**src/design/shcd_pkg.sv**
```systemverilog
// Types, codes and the CRC-32 byte update for the sync/header/CRC deframer.
// No dependencies; imported by every module of the block.
`default_nettype none

package shcd_pkg;

  localparam int unsigned ByteW   = 8;
  localparam int unsigned HalfW   = 16;
  localparam int unsigned CrcW    = 32;
  localparam int unsigned StatusW = 3;

  localparam logic [ByteW-1:0] SyncFirst  = 8'hA5;
  localparam logic [ByteW-1:0] SyncSecond = 8'h5A;
  localparam logic [CrcW-1:0]  CrcPoly    = 32'hEDB88320;
  localparam logic [CrcW-1:0]  CrcOnes    = 32'hFFFFFFFF;

  // Header byte positions, version first and low length byte last.
  localparam logic [2:0] HdrVersion = 3'd0;
  localparam logic [2:0] HdrType    = 3'd1;
  localparam logic [2:0] HdrSeqHi   = 3'd2;
  localparam logic [2:0] HdrSeqLo   = 3'd3;
  localparam logic [2:0] HdrLenHi   = 3'd4;
  localparam logic [2:0] HdrLenLo   = 3'd5;

  localparam logic [HalfW-1:0] CrcLastIdx = 16'd3;

  localparam logic [HalfW-1:0] MaxPayloadReset = 16'd256;
  localparam logic [ByteW-1:0] ExpVersionReset = 8'd1;

  typedef enum logic [0:0] {
    CFG_MAX_PAYLOAD = 1'b0,
    CFG_EXP_VERSION = 1'b1
  } cfg_idx_e;

  typedef enum logic [2:0] {
    PH_HUNT0   = 3'd0,
    PH_HUNT1   = 3'd1,
    PH_HEADER  = 3'd2,
    PH_PAYLOAD = 3'd3,
    PH_CRC     = 3'd4
  } phase_e;

  typedef enum logic [StatusW-1:0] {
    ST_GOOD     = 3'd0,
    ST_BAD_CRC  = 3'd1,
    ST_BAD_VER  = 3'd2,
    ST_TOO_LONG = 3'd3,
    ST_LINE_ERR = 3'd4
  } status_e;

  typedef enum logic [0:0] {
    KIND_PAYLOAD = 1'b0,
    KIND_VERDICT = 1'b1
  } kind_e;

  // Result item; the fields below kind are packed onto tdata in this order,
  // high bits first.
  typedef struct packed {
    kind_e            kind;
    status_e          status;
    logic [HalfW-1:0] frame_length;
    logic [HalfW-1:0] frame_sequence;
    logic [ByteW-1:0] frame_type;
    logic [ByteW-1:0] frame_version;
    logic [ByteW-1:0] payload_byte;
  } result_t;

  localparam int unsigned TdataBits = $bits(result_t) - 1;
  localparam int unsigned TdataW    = ((TdataBits + 7) / 8) * 8;

  // Reflected CRC-32, one byte per call, unrolled over eight bit steps.
  function automatic logic [CrcW-1:0] crc_byte(input logic [CrcW-1:0] crc,
                                               input logic [ByteW-1:0] data);
    logic [CrcW-1:0] c;
    c = crc ^ {24'd0, data};
    for (int k = 0; k < 8; k++) begin
      c = c[0] ? ((c >> 1) ^ CrcPoly) : (c >> 1);
    end
    return c;
  endfunction

endpackage

`default_nettype wire

```
**src/design/sync_header_crc32_deframer_top.sv**
```systemverilog
// Channel   | Dir | Payload                                  | Accepted when
// s_axis    | in  | tdata: rx_byte; tuser: rx_error          | tvalid & tready
// m_axis    | out | tdata: header fields, byte, status; tuser: kind | tvalid & tready
// cfg       | in  | cfg_idx_i selects, cfg_data_i value      | cfg_we_i
//
// One byte is taken every cycle while s_axis_tready is high; its result, if
// any, appears on m_axis in the next cycle from the output register. The
// CRC byte update and phase logic sit between the input and that register.
// s_axis_tready drops only while the output register holds an untaken result.
// Reset puts the block in the sync search with max_payload 256 and expected_version 1.
// Depends on shcd_pkg and shcd_core.
`default_nettype none

module sync_header_crc32_deframer_top (
  input  wire logic                        clk_i,
  input  wire logic                        rst_ni,
  input  wire logic                        s_axis_tvalid,
  output logic                             s_axis_tready,
  input  wire logic [shcd_pkg::ByteW-1:0]  s_axis_tdata,  // [7:0] rx_byte
  input  wire logic                        s_axis_tuser,  // [0] rx_error
  output logic                             m_axis_tvalid,
  input  wire logic                        m_axis_tready,
  // [7:0] payload_byte, [15:8] frame_version, [23:16] frame_type,
  // [39:24] frame_sequence, [55:40] frame_length, [58:56] status, rest zero
  output logic [shcd_pkg::TdataW-1:0]      m_axis_tdata,
  output logic                             m_axis_tuser,  // [0] out_kind
  input  wire logic                        cfg_we_i,
  input  wire logic [0:0]                  cfg_idx_i,
  input  wire logic [shcd_pkg::HalfW-1:0]  cfg_data_i
);
  import shcd_pkg::*;

  logic [HalfW-1:0] max_payload_q;
  logic [ByteW-1:0] exp_version_q;
  logic             in_fire;
  logic             res_valid;
  result_t          res;
  logic             out_valid_q;
  result_t          out_q;

  always_ff @(posedge clk_i or negedge rst_ni) begin
    if (!rst_ni) begin
      max_payload_q <= MaxPayloadReset;
      exp_version_q <= ExpVersionReset;
    end else if (cfg_we_i) begin
      unique case (cfg_idx_e'(cfg_idx_i))
        CFG_MAX_PAYLOAD: max_payload_q <= cfg_data_i;
        CFG_EXP_VERSION: exp_version_q <= cfg_data_i[ByteW-1:0];
        default: ;
      endcase
    end
  end

  assign s_axis_tready = !out_valid_q || m_axis_tready;
  assign in_fire       = s_axis_tvalid && s_axis_tready;

  shcd_core u_core (
    .clk_i              (clk_i),
    .rst_ni             (rst_ni),
    .in_fire_i          (in_fire),
    .rx_byte_i          (s_axis_tdata),
    .rx_error_i         (s_axis_tuser),
    .max_payload_i      (max_payload_q),
    .expected_version_i (exp_version_q),
    .res_valid_o        (res_valid),
    .res_o              (res)
  );

  always_ff @(posedge clk_i or negedge rst_ni) begin
    if (!rst_ni) begin
      out_valid_q <= 1'b0;
    end else if (in_fire) begin
      out_valid_q <= res_valid;
    end else if (m_axis_tready) begin
      out_valid_q <= 1'b0;
    end
  end

  always_ff @(posedge clk_i) begin
    if (in_fire && res_valid) out_q <= res;
  end

  assign m_axis_tvalid = out_valid_q;
  assign m_axis_tuser  = out_q.kind;
  assign m_axis_tdata  = {{(TdataW - TdataBits){1'b0}}, out_q[TdataBits-1:0]};

endmodule

`default_nettype wire

```
**src/design/shcd_core.sv**
```systemverilog
// Frame phase machine, header capture and running CRC of the deframer.
// Depends on shcd_pkg; consumes one accepted byte per cycle.
`default_nettype none

module shcd_core (
  input  wire logic                      clk_i,
  input  wire logic                      rst_ni,
  input  wire logic                      in_fire_i,
  input  wire logic [shcd_pkg::ByteW-1:0] rx_byte_i,
  input  wire logic                      rx_error_i,
  input  wire logic [shcd_pkg::HalfW-1:0] max_payload_i,
  input  wire logic [shcd_pkg::ByteW-1:0] expected_version_i,
  output logic                           res_valid_o,
  output shcd_pkg::result_t              res_o
);
  import shcd_pkg::*;

  phase_e           phase_q, phase_d;
  logic [HalfW-1:0] count_q, count_d;
  logic [ByteW-1:0] hdr_version_q, hdr_version_d;
  logic [ByteW-1:0] hdr_type_q, hdr_type_d;
  logic [HalfW-1:0] hdr_seq_q, hdr_seq_d;
  logic [HalfW-1:0] hdr_len_q, hdr_len_d;
  logic [CrcW-1:0]  crc_q, crc_d;
  // Only the first three CRC bytes are held; the fourth is the current byte.
  logic [23:0]      rx_crc_q, rx_crc_d;

  logic [CrcW-1:0]  crc_next;
  logic [HalfW-1:0] count_inc;
  logic [HalfW-1:0] len_new;
  logic             hdr_last;
  logic             too_long;
  logic             pay_done;
  logic             crc_last;

  assign crc_next  = crc_byte(crc_q, rx_byte_i);
  assign count_inc = count_q + 16'd1;
  assign len_new   = {hdr_len_q[15:8], rx_byte_i};
  assign hdr_last  = (count_q[2:0] == HdrLenLo);
  assign too_long  = (len_new > max_payload_i);
  assign pay_done  = (count_inc == hdr_len_q);
  assign crc_last  = (count_q == CrcLastIdx);

  // Next phase.
  always_comb begin
    phase_d = phase_q;
    if (in_fire_i) begin
      unique case (phase_q)
        PH_HUNT0: begin
          if (!rx_error_i && rx_byte_i == SyncFirst) phase_d = PH_HUNT1;
        end
        PH_HUNT1: begin
          if (rx_error_i)                    phase_d = PH_HUNT0;
          else if (rx_byte_i == SyncSecond)  phase_d = PH_HEADER;
          else if (rx_byte_i != SyncFirst)   phase_d = PH_HUNT0;
        end
        PH_HEADER: begin
          if (rx_error_i) begin
            phase_d = PH_HUNT0;
          end else if (hdr_last) begin
            if (too_long)                 phase_d = PH_HUNT0;
            else if (len_new == 16'd0)    phase_d = PH_CRC;
            else                          phase_d = PH_PAYLOAD;
          end
        end
        PH_PAYLOAD: begin
          if (rx_error_i)    phase_d = PH_HUNT0;
          else if (pay_done) phase_d = PH_CRC;
        end
        PH_CRC: begin
          if (rx_error_i || crc_last) phase_d = PH_HUNT0;
        end
        default: phase_d = PH_HUNT0;
      endcase
    end
  end

  // Header capture, CRC and byte count.
  always_comb begin
    count_d       = count_q;
    hdr_version_d = hdr_version_q;
    hdr_type_d    = hdr_type_q;
    hdr_seq_d     = hdr_seq_q;
    hdr_len_d     = hdr_len_q;
    crc_d         = crc_q;
    rx_crc_d      = rx_crc_q;
    if (in_fire_i) begin
      case (phase_q)
        PH_HUNT1: begin
          if (!rx_error_i && rx_byte_i == SyncSecond) begin
            count_d       = '0;
            hdr_version_d = '0;
            hdr_type_d    = '0;
            hdr_seq_d     = '0;
            hdr_len_d     = '0;
            crc_d         = CrcOnes;
            rx_crc_d      = '0;
          end
        end
        PH_HEADER: begin
          if (!rx_error_i) begin
            crc_d = crc_next;
            case (count_q[2:0])
              HdrVersion: hdr_version_d = rx_byte_i;
              HdrType:    hdr_type_d    = rx_byte_i;
              HdrSeqHi:   hdr_seq_d     = {rx_byte_i, 8'd0};
              HdrSeqLo:   hdr_seq_d     = {hdr_seq_q[15:8], rx_byte_i};
              HdrLenHi:   hdr_len_d     = {rx_byte_i, 8'd0};
              default:    hdr_len_d     = len_new;
            endcase
            count_d = hdr_last ? '0 : count_inc;
          end
        end
        PH_PAYLOAD: begin
          if (!rx_error_i) begin
            crc_d   = crc_next;
            count_d = pay_done ? '0 : count_inc;
          end
        end
        PH_CRC: begin
          if (!rx_error_i) begin
            rx_crc_d = {rx_crc_q[15:0], rx_byte_i};
            count_d  = count_inc;
          end
        end
        default: ;
      endcase
      if (phase_d == PH_HUNT0) count_d = '0;
    end
  end

  // Result item; header fields show the values after this byte.
  always_comb begin
    res_valid_o          = 1'b0;
    res_o.kind           = KIND_VERDICT;
    res_o.status         = ST_GOOD;
    res_o.payload_byte   = '0;
    res_o.frame_version  = hdr_version_d;
    res_o.frame_type     = hdr_type_d;
    res_o.frame_sequence = hdr_seq_d;
    res_o.frame_length   = hdr_len_d;
    if (in_fire_i) begin
      unique case (phase_q)
        PH_HEADER: begin
          res_valid_o  = rx_error_i || (hdr_last && too_long);
          res_o.status = rx_error_i ? ST_LINE_ERR : ST_TOO_LONG;
        end
        PH_PAYLOAD: begin
          res_valid_o = 1'b1;
          if (rx_error_i) begin
            res_o.status = ST_LINE_ERR;
          end else begin
            res_o.kind         = KIND_PAYLOAD;
            res_o.payload_byte = rx_byte_i;
          end
        end
        PH_CRC: begin
          res_valid_o = rx_error_i || crc_last;
          if (rx_error_i)                               res_o.status = ST_LINE_ERR;
          else if (hdr_version_q != expected_version_i) res_o.status = ST_BAD_VER;
          else if ((crc_q ^ CrcOnes) != {rx_crc_q, rx_byte_i})
                                                        res_o.status = ST_BAD_CRC;
          else                                          res_o.status = ST_GOOD;
        end
        default: ;
      endcase
    end
  end

  always_ff @(posedge clk_i or negedge rst_ni) begin
    if (!rst_ni) begin
      phase_q <= PH_HUNT0;
      count_q <= '0;
    end else begin
      phase_q <= phase_d;
      count_q <= count_d;
    end
  end

  always_ff @(posedge clk_i) begin
    hdr_version_q <= hdr_version_d;
    hdr_type_q    <= hdr_type_d;
    hdr_seq_q     <= hdr_seq_d;
    hdr_len_q     <= hdr_len_d;
    crc_q         <= crc_d;
    rx_crc_q      <= rx_crc_d;
  end

endmodule

`default_nettype wire

```
**config.mk**
```make
export PLATFORM = sky130hd
export DESIGN_NAME = sync_header_crc32_deframer_top
export DESIGN_NICKNAME = d
export VERILOG_FILES = /design/src/design/shcd_pkg.sv /design/src/design/sync_header_crc32_deframer_top.sv /design/src/design/shcd_core.sv
export SDC_FILE = /design/constraint.sdc
export NUM_CORES = 1
export LEC_CHECK = 0
export BUFFER_PORTS_ARGS = -buffer_cell sky130_fd_sc_hd__buf_2
export CORE_ASPECT_RATIO = 0.75
export CORE_MARGIN = 2
export CORE_UTILIZATION = 56
export CTS_CLUSTER_DIAMETER = 100
export CTS_CLUSTER_SIZE = 12
export DETAILED_ROUTE_END_ITERATION = 8
export HOLD_SLACK_MARGIN = 0.05
export PLACE_DENSITY = 0.82
export REMOVE_ABC_BUFFERS = 1
export SLEW_MARGIN = 20
export SYNTH_ARGS = -nofsm -noshare
export SYNTH_HDL_FRONTEND = slang
export SYNTH_SLANG_ARGS = --single-unit
```
**constraint.sdc**
```tcl
create_clock -name clk_i -period 8.6 [get_ports clk_i]
set_clock_uncertainty 0.15 [all_clocks]
set_input_delay 0.86 -clock clk_i [delete_from_list [all_inputs] [get_ports clk_i]]
set_output_delay 0.86 -clock clk_i [all_outputs]
set_load 0.005 [all_outputs]
```
==> results.toml <==
[clock_tree]
cts_resized = 0
clk_path_buf_depth = 3
path_clk_slew_ns = 0.07
clk_latency_ns = 0.50
cts.sinks = 208
hold_buffers = 0
cts_setup_buffers = 0
cts_tree = "yes"
cts_root_buf = "clkbuf_16"
cts_inserted_buffers = 21
htreeDepth = 1

[setup_path]
end_kind = "register"
cp_max_fo = 16
path_common_cell = "or4_1"
crit_type = "register to register"
arrival_ns = 4.89
crit_chain = "clkinv_1, ha_1, xnor2_1, nor3_1, o21ai_0, or4_1, or4_1, o21a_1, or3_4, o31ai_4, o22ai_1"
start_kind = "register"
worst_ep_required_time_ns = 8.80
crit_slowest_cell = "o31ai_4"
cpPeakStageDelay_ns = 0.61

[power]
leakage_uw = 0.00440
peakVddDrop_v = 0.000125
power.density_nw_per_um2 = 185

[logic_synthesis]
synth_seq_cells = 208
yosys.area_share.xor_xnor_pct = 11.4
synth_top_area_share_pct = 35.6
synth_top_family_by_area = "simple AND/OR/NAND/NOR gates"
synth-warning-count = 0
synth_area_leader_cell = "edfxtp_1"
async_flop_share_pct = 21.2
synth_area_sq_um = 9800
synth_compound_area_share_pct = 9.45
synthAdderAreaFrac_pct = 2.94
synth_edf_count = 116
syn-instance-count = 895
synth-main-ff-cell = "edfxtp_1"
netlist_top_cells_area = "edfxtp_1, dfrtp_1, dfxtp_1, xnor2_1, nand2_1"
synthTopCellsByCount = "edfxtp_1, nand2_1, xnor2_1, o21ai_0, dfxtp_1"
synth_mux_area_share_pct = 1.14
yosys.area_share.simple_pct = 14.8
avgSynthCellArea_sq_um = 10.9
synth_cell_types = 62
yosysSeqAreaShare_pct = 56.6

[placed_design]
dp_hpwl_mm = 16.4
place_ws_ns = 4.01
port_buffers = 92
gp_congestion = 0.971

[grt]
antenna_found_initial = 1
grt_start_max_net_pins = 53
use_met1_pct = 40.3
grt-busiest-layer = "met1"
grt_pass1_wl_mm = 38.2
grt-ovfl-total = 0
grt_pass1_vias = 6937
use_met3_pct = 5.28
use_met2_pct = 38.2
grtUsageTotal_pct = 26.5

[timing]
drv_slew = 0
slew-limit-headroom_pct = 26.1
rsz0062_at_grt = "no"
worst_pin_slew_ns = 1.11
setup_tns_ns = 0
setup_viol = 0
fin_crit_sh_pct = 54.6
setup_ws_ns = 3.91
max_freq_mhz = 213
hold_viol = 0
period_minus_slack_ns = 4.69

[worst_hold_path]
hp-class = "input pin to async pin"

[detailed_routing]
post_drt_via_cell_ratio = 5.94
dr_total_vias = 7302
post_drt_wl_per_cell_microns = 19.8
wirelength_mm = 24.3
drc = 0
drt_iter0_drc = 1087
drt-pass1-iter-count = 6
ant_nets = 0

[layout]
syn2layout_area_growth_pct = 12.9
drive_gt1_share_pct = 15.4
nets = 1031
finish.utilization_pct = 65.2

[job]
maxCapViolCount = 0

[floorplan]
die_w_microns = 157
die-area_sq_um = 18600
die_y_microns = 119
core_area_sq_um = 17000
num_rows = 41
start_util_pct = 57.7
pin_count = 98

[run_status]
status = "finished clean"
## stage by stage
| stage | hold slack (ns) | area, sq um | total power (uW) | cells |
|---|---|---|---|---|
| global placement | 0.288 | 10400 | 1230 | 1190 |
| floorplan | 0.277 | 9600 | 1190 | 854 |
| CTS | 0.315 | 11000 | 2050 | 1228 |
| global route | 0.252 | 11100 | 2120 | 1228 |
| detailed placement | 0.301 | 10400 | 1240 | 1190 |
| finish | 0.214 | 11100 | 2050 | 1229 |
## cells by family after synthesis
group | after synthesis
AND/OR/NAND/NOR | 292
flip-flops | 208
AO/OA/AOI/OAI | 149
XOR/XNOR | 128
buffers and inverters | 84
adder cells (fa/ha/maj) | 23
multiplexers | 10
other | 1
## power breakdown
group	switching (uW)	total (uW)	internal [uW]
clock	368	829	461
sequential	10.2	1070	1060
combinational	92.5	154	61.3
## metal layers
metal | up-vias | part of all wire (%)
met5 | - | 0
met1 | 3475 | 42
li1 | 3320 | -
met3 | 76 | 11
met2 | 431 | 43
met4 | 0 | 3.1
## worst max-delay path: cells and delay by family, from the launching register on
| family | cells | cell delay [ns] |
|---|---|---|
| flops | 1 | 0.57 |
| buf+inv | 1 | 0.34 |
| simple gates | 4 | 1.77 |
| fa+ha+maj | 1 | 0.42 |
| compound gates | 4 | 1.14 |
| xor+xnor | 1 | 0.14 |
## final timing paths
| check | cells past startpoint | endpoint | slack, ns | startpoint |
|---|---|---|---|---|
| min in group clk_i | 2 | u_core.hdr_seq_q[9]$_DFF_P_ | 0.32 | u_core.hdr_seq_q[9]$_DFF_P_ |
| max in group asynchronous | 1 | max_payload_q[10]$_DFFE_PN0P_ | 7.66 | rst_ni |
| worst max-delay path | 11 | u_core.count_q[3]$_DFFE_PN0P_ | 3.91 | u_core.count_q[2]$_DFFE_PN0P_ |
| worst max register to register | 11 | u_core.count_q[3]$_DFFE_PN0P_ | 3.91 | u_core.count_q[2]$_DFFE_PN0P_ |
| worst min-delay path | 1 | max_payload_q[4]$_DFFE_PN0P_ | 0.21 | rst_ni |
| worst min register to register | 2 | u_core.hdr_seq_q[9]$_DFF_P_ | 0.32 | u_core.hdr_seq_q[9]$_DFF_P_ |
## flip-flops by register name, summed over array words and instances (netlist names)
| name | count |
|---|---|
| m_axis_tdata | 59 |
| max_payload_q | 16 |
| u_core.hdr_seq_q | 16 |
| u_core.phase_q | 3 |
| u_core.hdr_version_q | 8 |
| exp_version_q | 8 |
| u_core.hdr_len_q | 16 |
| u_core.rx_crc_q | 24 |
| m_axis_tuser | 1 |
| u_core.crc_q | 32 |
| u_core.hdr_type_q | 8 |
| u_core.count_q | 16 |
| m_axis_tvalid | 1 |
## area by class of cell
cell class / instances / area, sq um
clock inverters: 2 / 17.5
clock buffers: 36 / 582
well taps: 236 / 295
repair buffers: 100 / 523
multi-input cells: 607 / 3950
inverters: 39 / 146
flip-flops and latches: 208 / 5550
fillers: 1300 / 5920
diodes: 1 / 2.50
## cells in the final DEF, fill, tap and decap left out, types with 3 or more instances in the layout
cell type	instances
nand2_1	116
edfxtp_1	116
buf_2	91
xnor2_1	89
o21ai_0	62
dfxtp_1	48
dfrtp_1	42
nor2_1	41
xor2_1	39
inv_1	38
and3_1	31
nor3_1	23
ha_1	23
clkbuf_16	21
a21oi_1	17
nor4_1	16
o21ai_1	16
clkbuf_1	15
nand4_1	14
a22o_1	13
o211ai_1	12
nand3_1	11
mux2_2	9
buf_4	9
or4_1	7
o22ai_1	5
conb_1	5
nand2b_1	4
and2_1	4
or3_1	4
nor4_2	4
a31oi_1	3
nor2b_1	3
Power figures use the tool's default switching activity.
